--- src/rtl/gpt_pkg.sv ---
// shared types and constants of the gaussian polar transform
package gpt_pkg;

  localparam int unsigned RAW_WIDTH_DEF = 32;
  localparam int unsigned QUEUE_DEPTH = 2;
  localparam logic [31:0] Q30_ONE = 32'h4000_0000;
  localparam logic [30:0] TWO_LN2_Q30 = 31'd1488522236;
  localparam logic [62:0] ROUND_Q28 = 63'h0000_0000_0800_0000;
  localparam logic signed [37:0] SAT_MAX = 38'sd2147483647;
  localparam logic signed [37:0] SAT_MIN = -38'sd2147483648;

  typedef struct packed {
    logic [31:0] raw_first;
    logic [31:0] raw_second;
  } in_word_t;

  typedef struct packed {
    logic signed [31:0] sample;
    logic               last;
  } out_word_t;

  // one surviving pair, magnitudes in Q1.30 with separate sign bits, radius in Q30
  typedef struct packed {
    logic [30:0] ax1;
    logic        neg1;
    logic [30:0] ax2;
    logic        neg2;
    logic [29:0] w;
  } pair_t;

  typedef struct packed {
    logic push;
    logic pop;
  } q_ctrl_t;

  typedef struct packed {
    logic full;
    logic empty;
  } q_stat_t;

  typedef enum logic [1:0] {
    CFG_GEN_MIN = 2'd0,
    CFG_GEN_MAX = 2'd1,
    CFG_MEAN    = 2'd2,
    CFG_SIGMA   = 2'd3
  } cfg_idx_e;

  typedef enum logic [1:0] {
    F_IDLE,
    F_DIV,
    F_SQ,
    F_CHK
  } f_state_e;

  typedef enum logic [3:0] {
    B_IDLE,
    B_NORM,
    B_SQR,
    B_LG,
    B_NMUL,
    B_SQX,
    B_DIV,
    B_TMUL,
    B_SQRT,
    B_SCALE,
    B_EMIT
  } b_state_e;

endpackage

--- src/rtl/gpt_queue.sv ---
// two-entry queue of accepted pairs between front and back
module gpt_queue import gpt_pkg::*; (
  input  logic    clk_i,
  input  logic    rst_ni,
  input  q_ctrl_t ctrl_i,
  input  pair_t   pair_i,
  output pair_t   pair_o,
  output q_stat_t stat_o
);

  pair_t      mem_q [QUEUE_DEPTH];
  logic       wr_q, rd_q;
  logic [1:0] cnt_q;

  assign pair_o       = mem_q[rd_q];
  assign stat_o.full  = cnt_q == 2'(QUEUE_DEPTH);
  assign stat_o.empty = cnt_q == 2'd0;

  always_ff @(posedge clk_i or negedge rst_ni) begin
    if (!rst_ni) begin
      wr_q  <= 1'b0;
      rd_q  <= 1'b0;
      cnt_q <= 2'd0;
    end else begin
      if (ctrl_i.push) wr_q <= ~wr_q;
      if (ctrl_i.pop) rd_q <= ~rd_q;
      cnt_q <= cnt_q + 2'(ctrl_i.push) - 2'(ctrl_i.pop);
    end
  end

  always_ff @(posedge clk_i) begin
    if (ctrl_i.push) mem_q[wr_q] <= pair_i;
  end

endmodule

--- config.mk ---
export PLATFORM = sky130hd
export DESIGN_NAME = gpt_queue
export DESIGN_NICKNAME = d
export VERILOG_FILES = /design/src/rtl/gpt_pkg.sv /design/src/rtl/gpt_queue.sv
export SDC_FILE = /design/constraint.sdc
export NUM_CORES = 1
export LEC_CHECK = 0
export ABC_AREA = 1
export BUFFER_PORTS_ARGS = -buffer_cell sky130_fd_sc_hd__buf_2
export CAP_MARGIN = 0
export CORE_AREA = 2 2 97 170
export CTS_CLUSTER_DIAMETER = 120
export DETAILED_ROUTE_END_ITERATION = 7
export DIE_AREA = 0 0 99 172
export PLACE_DENSITY = 0.74
export SLEW_MARGIN = 10
export SYNTH_ARGS = -nofsm -noshare
export SYNTH_HDL_FRONTEND = slang
export SYNTH_SLANG_ARGS = --single-unit
export TNS_END_PERCENT = 100
--- constraint.sdc ---
create_clock -name clk_i -period 5.1 [get_ports clk_i]
set_clock_uncertainty 0.15 [all_clocks]
set_input_delay 1.02 -clock clk_i [delete_from_list [all_inputs] [get_ports clk_i]]
set_output_delay 1.02 -clock clk_i [all_outputs]
set_load 0.02 [all_outputs]
==> results.md <==
- Syn avg cell area: 14.1 um^2
- Grt peak-use layer: met2
- Gate Count Post-Synth: 516
- Leak: 3.83 nW
- Avg Vias per Cell: 4.80
- Clk sinks: 192
- # nets final: 812
- Post-CTS setup buffers: 0
- Total number of vias: 4,402
- Cts hold-fix bufs: 0
- Yosys top cell area share: 77.8%
- Final wirelength: 13.9 mm
- Unrepaired setup endpoints after global routing: false
- GR Util met1: 15.6%
- Max-slew headroom: 33.5%
- Final Hold Fails: 0
- GRT Util Overall: 16.2%
- Critical path required time: 3.93 ns
- Final Max Tran Viols: 0
- Worst min path class: input port to async pin
- Post-Syn Nets: 616
- CORE AREA: 15,600 um^2
- Synthesized cell area: 7250 um^2
- Initial antenna violation count: 3
- Routed Antenna Nets: 0
- MaxCap Viol Count: 0
- Root Buffer Master: clkbuf_16
- Fillers: 1,274
- CTS max path bufs: 2
- Worst-path cell chain: buf_4 -> nand2_1 -> o21ai_0 -> buf_2
- CP top delay family: flip-flops
- Number of synthesized register bits: 192
- Fmax: 276 MHz
- Pwr Total: 0.00521 W
- Yosys warnings: 0
- Grt ovf: 0
- Row Count: 61
- Worst setup SP type: register
- GRT met3 Usage: 3.52%
- Period utilisation layout: 71.1%
- Initial core utilization: 46.4%
- Min Tclk post-route: 3.63 ns
- CTS clk-pin slew, worst paths: 0.07 ns
- Worst path max stage delay: 1.07 ns
- Detailed placement HPWL: 9.63 mm
- Post-synth top area cell: edfxtp_1
- Wire per inst: 15.2 um
- Vias in the first global route: 4,495
- Post-synth cell types: 15
- Synth area leaders: edfxtp_1 78%, inv_1 5.2%, nand2_1 5.2%
- Starting DRT DRC Count: 229
- Multi-input gate area: 950 um^2
- TritonCTS Buffers: 17
- GPL Wtd Cong: 0.786
- CP max-delay cell: dfrtp_4
- Worst Path Max Fanout: 104
- Arrival time worst endpoint: 2.46 ns
- Share of cells above drive strength 1: 33.4%
- Die area: 17,000 um^2
- Die Ht: 172 um
- Setup TNS: 0 ns
- Met2 usage: 30.4%
- CP endpoint kind: primary output
- Area Overhead vs Synth: 23.1%
- IO Count: 194
- Outcome: completed
- CTS tree: yes
- # setup viols final: 0
- CTS resizes: 0
- Footprint of the flip-flops and latches: 5750 um^2
- Port buffer count: 193
- Peak supply drop: 0.354 mV
- Clock Latency Late Sink: 0.41 ns
- Die Wd: 99 um
- Worst Tran Pin Value: 0.997 ns
- Largest net degree at the start of global routing: 105
- First-pass GRT wire length: 20.8 mm
- Pwr dens: 584 nW/um^2
- Crit Path Category: register to primary output
- Bufs and invs on worst path: 2
- Register area share after synthesis: 79.2%
- H-tree depth: 4
- # DRC: 0
- Drt first pass iters: 4
## flip-flops by register name, indices dropped and copies added, names as in the netlist
signal / cells
mem_q: 188
wr_q: 1
cnt_q: 2
rd_q: 1
## worst register-to-register path, cell delays in order (launching register included)
cell and delay, ns:
dfrtp_1 0.42, nand2_1 0.12, inv_4 0.69, buf_4 0.48
## metal layers
metal  share of wire [%]  vias to the layer above
met4                 4.4                        0
met1                  34                     2081
met3                 4.4                       36
met2                  57                      149
li1                    -                     2136
met5                   0                        -
## placed cells by master, fill, tap and decap left out, drive strengths merged
| cell | Yosys | layout |
|---|---|---|
| inv | 101 | 107 |
| o21ai | 94 | 94 |
| bufinv | 0 | 2 |
| diode | 0 | 3 |
| nand2 | 100 | 100 |
| nand3 | 1 | 1 |
| clkbuf | 7 | 17 |
| clkinv | 0 | 4 |
| clkinvlp | 0 | 3 |
| ha | 2 | 2 |
| xor2 | 2 | 2 |
| edfxtp | 188 | 188 |
| nor2 | 3 | 3 |
| dfrtp | 4 | 4 |
| buf | 14 | 198 |
## synthesized netlist by cell type
master	instances
clkbuf_1	7
nor2_1	3
dfrtp_1	4
o21ai_2	10
nand3_1	1
nand2_1	100
o21ai_1	15
buf_4	1
o21ai_0	69
buf_8	2
inv_1	101
buf_6	11
ha_1	2
edfxtp_1	188
xor2_1	2
## stage by stage
step	area [um^2]	util, %	std cells	setup WS (ns)	hold WS, ns
final	8930	57.1	917	1.47	0.253
after CTS	8920	57.0	914	1.45	0.236
after detailed placement	8320	53.2	882	1.93	0.385
after global placement	8320	53.2	882	2.02	0.382
after floorplan	7260	-	516	1.04	0.331
after global routing	8930	57.0	916	1.23	0.238
## report_power, final
group | total [W] | switching (W) | internal (W)
sequential | 0.00229 | 0.000192 | 0.00210
clock | 0.00132 | 0.000581 | 0.000739
combinational | 0.00161 | 0.00113 | 0.000476
## logic make-up (layout without fill, tap and decap cells)
| family | count (synthesis) | count (layout) | share of synthesized area (%) |
|---|---|---|---|
| other | 0 | 3 | 0 |
| DFF | 192 | 192 | 79.2 |
| adders and majority gates | 2 | 2 | 0.345 |
| and+or+nand+nor | 104 | 104 | 5.40 |
| xor gates and xnor gates | 2 | 2 | 0.242 |
| buffers and inverters | 122 | 331 | 7.81 |
| AOI/OAI and AO/OA | 94 | 94 | 7.00 |
## final timing paths
check                            startpoint                     end  slack (ns)  cells past startpoint
hold / removal                       rst_ni      cnt_q[1]$_DFF_PN0_        0.25                      1
setup reg to reg           wr_q$_DFFE_PN0P_  mem_q[1][14]$_DFFE_PP_        2.91                      3
setup / recovery           rd_q$_DFFE_PN0P_              pair_o[42]        1.47                      4
min in group clk_i         wr_q$_DFFE_PN0P_        wr_q$_DFFE_PN0P_        0.39                      1
hold reg to reg            wr_q$_DFFE_PN0P_        wr_q$_DFFE_PN0P_        0.39                      1
max in group asynchronous            rst_ni        rd_q$_DFFE_PN0P_        4.40                      1
## cell type report
cell class	count	share of cell area [%]
timing repair buffer	198	11.2
inverter	101	4.27
antenna	3	0.0841
multi-input combinational	202	10.6
sequential	192	64.4
clock inverter	15	1.96
clock buffer	17	4.76
tap	189	2.65
No activity file was read; power rests on OpenSTA's default activity.
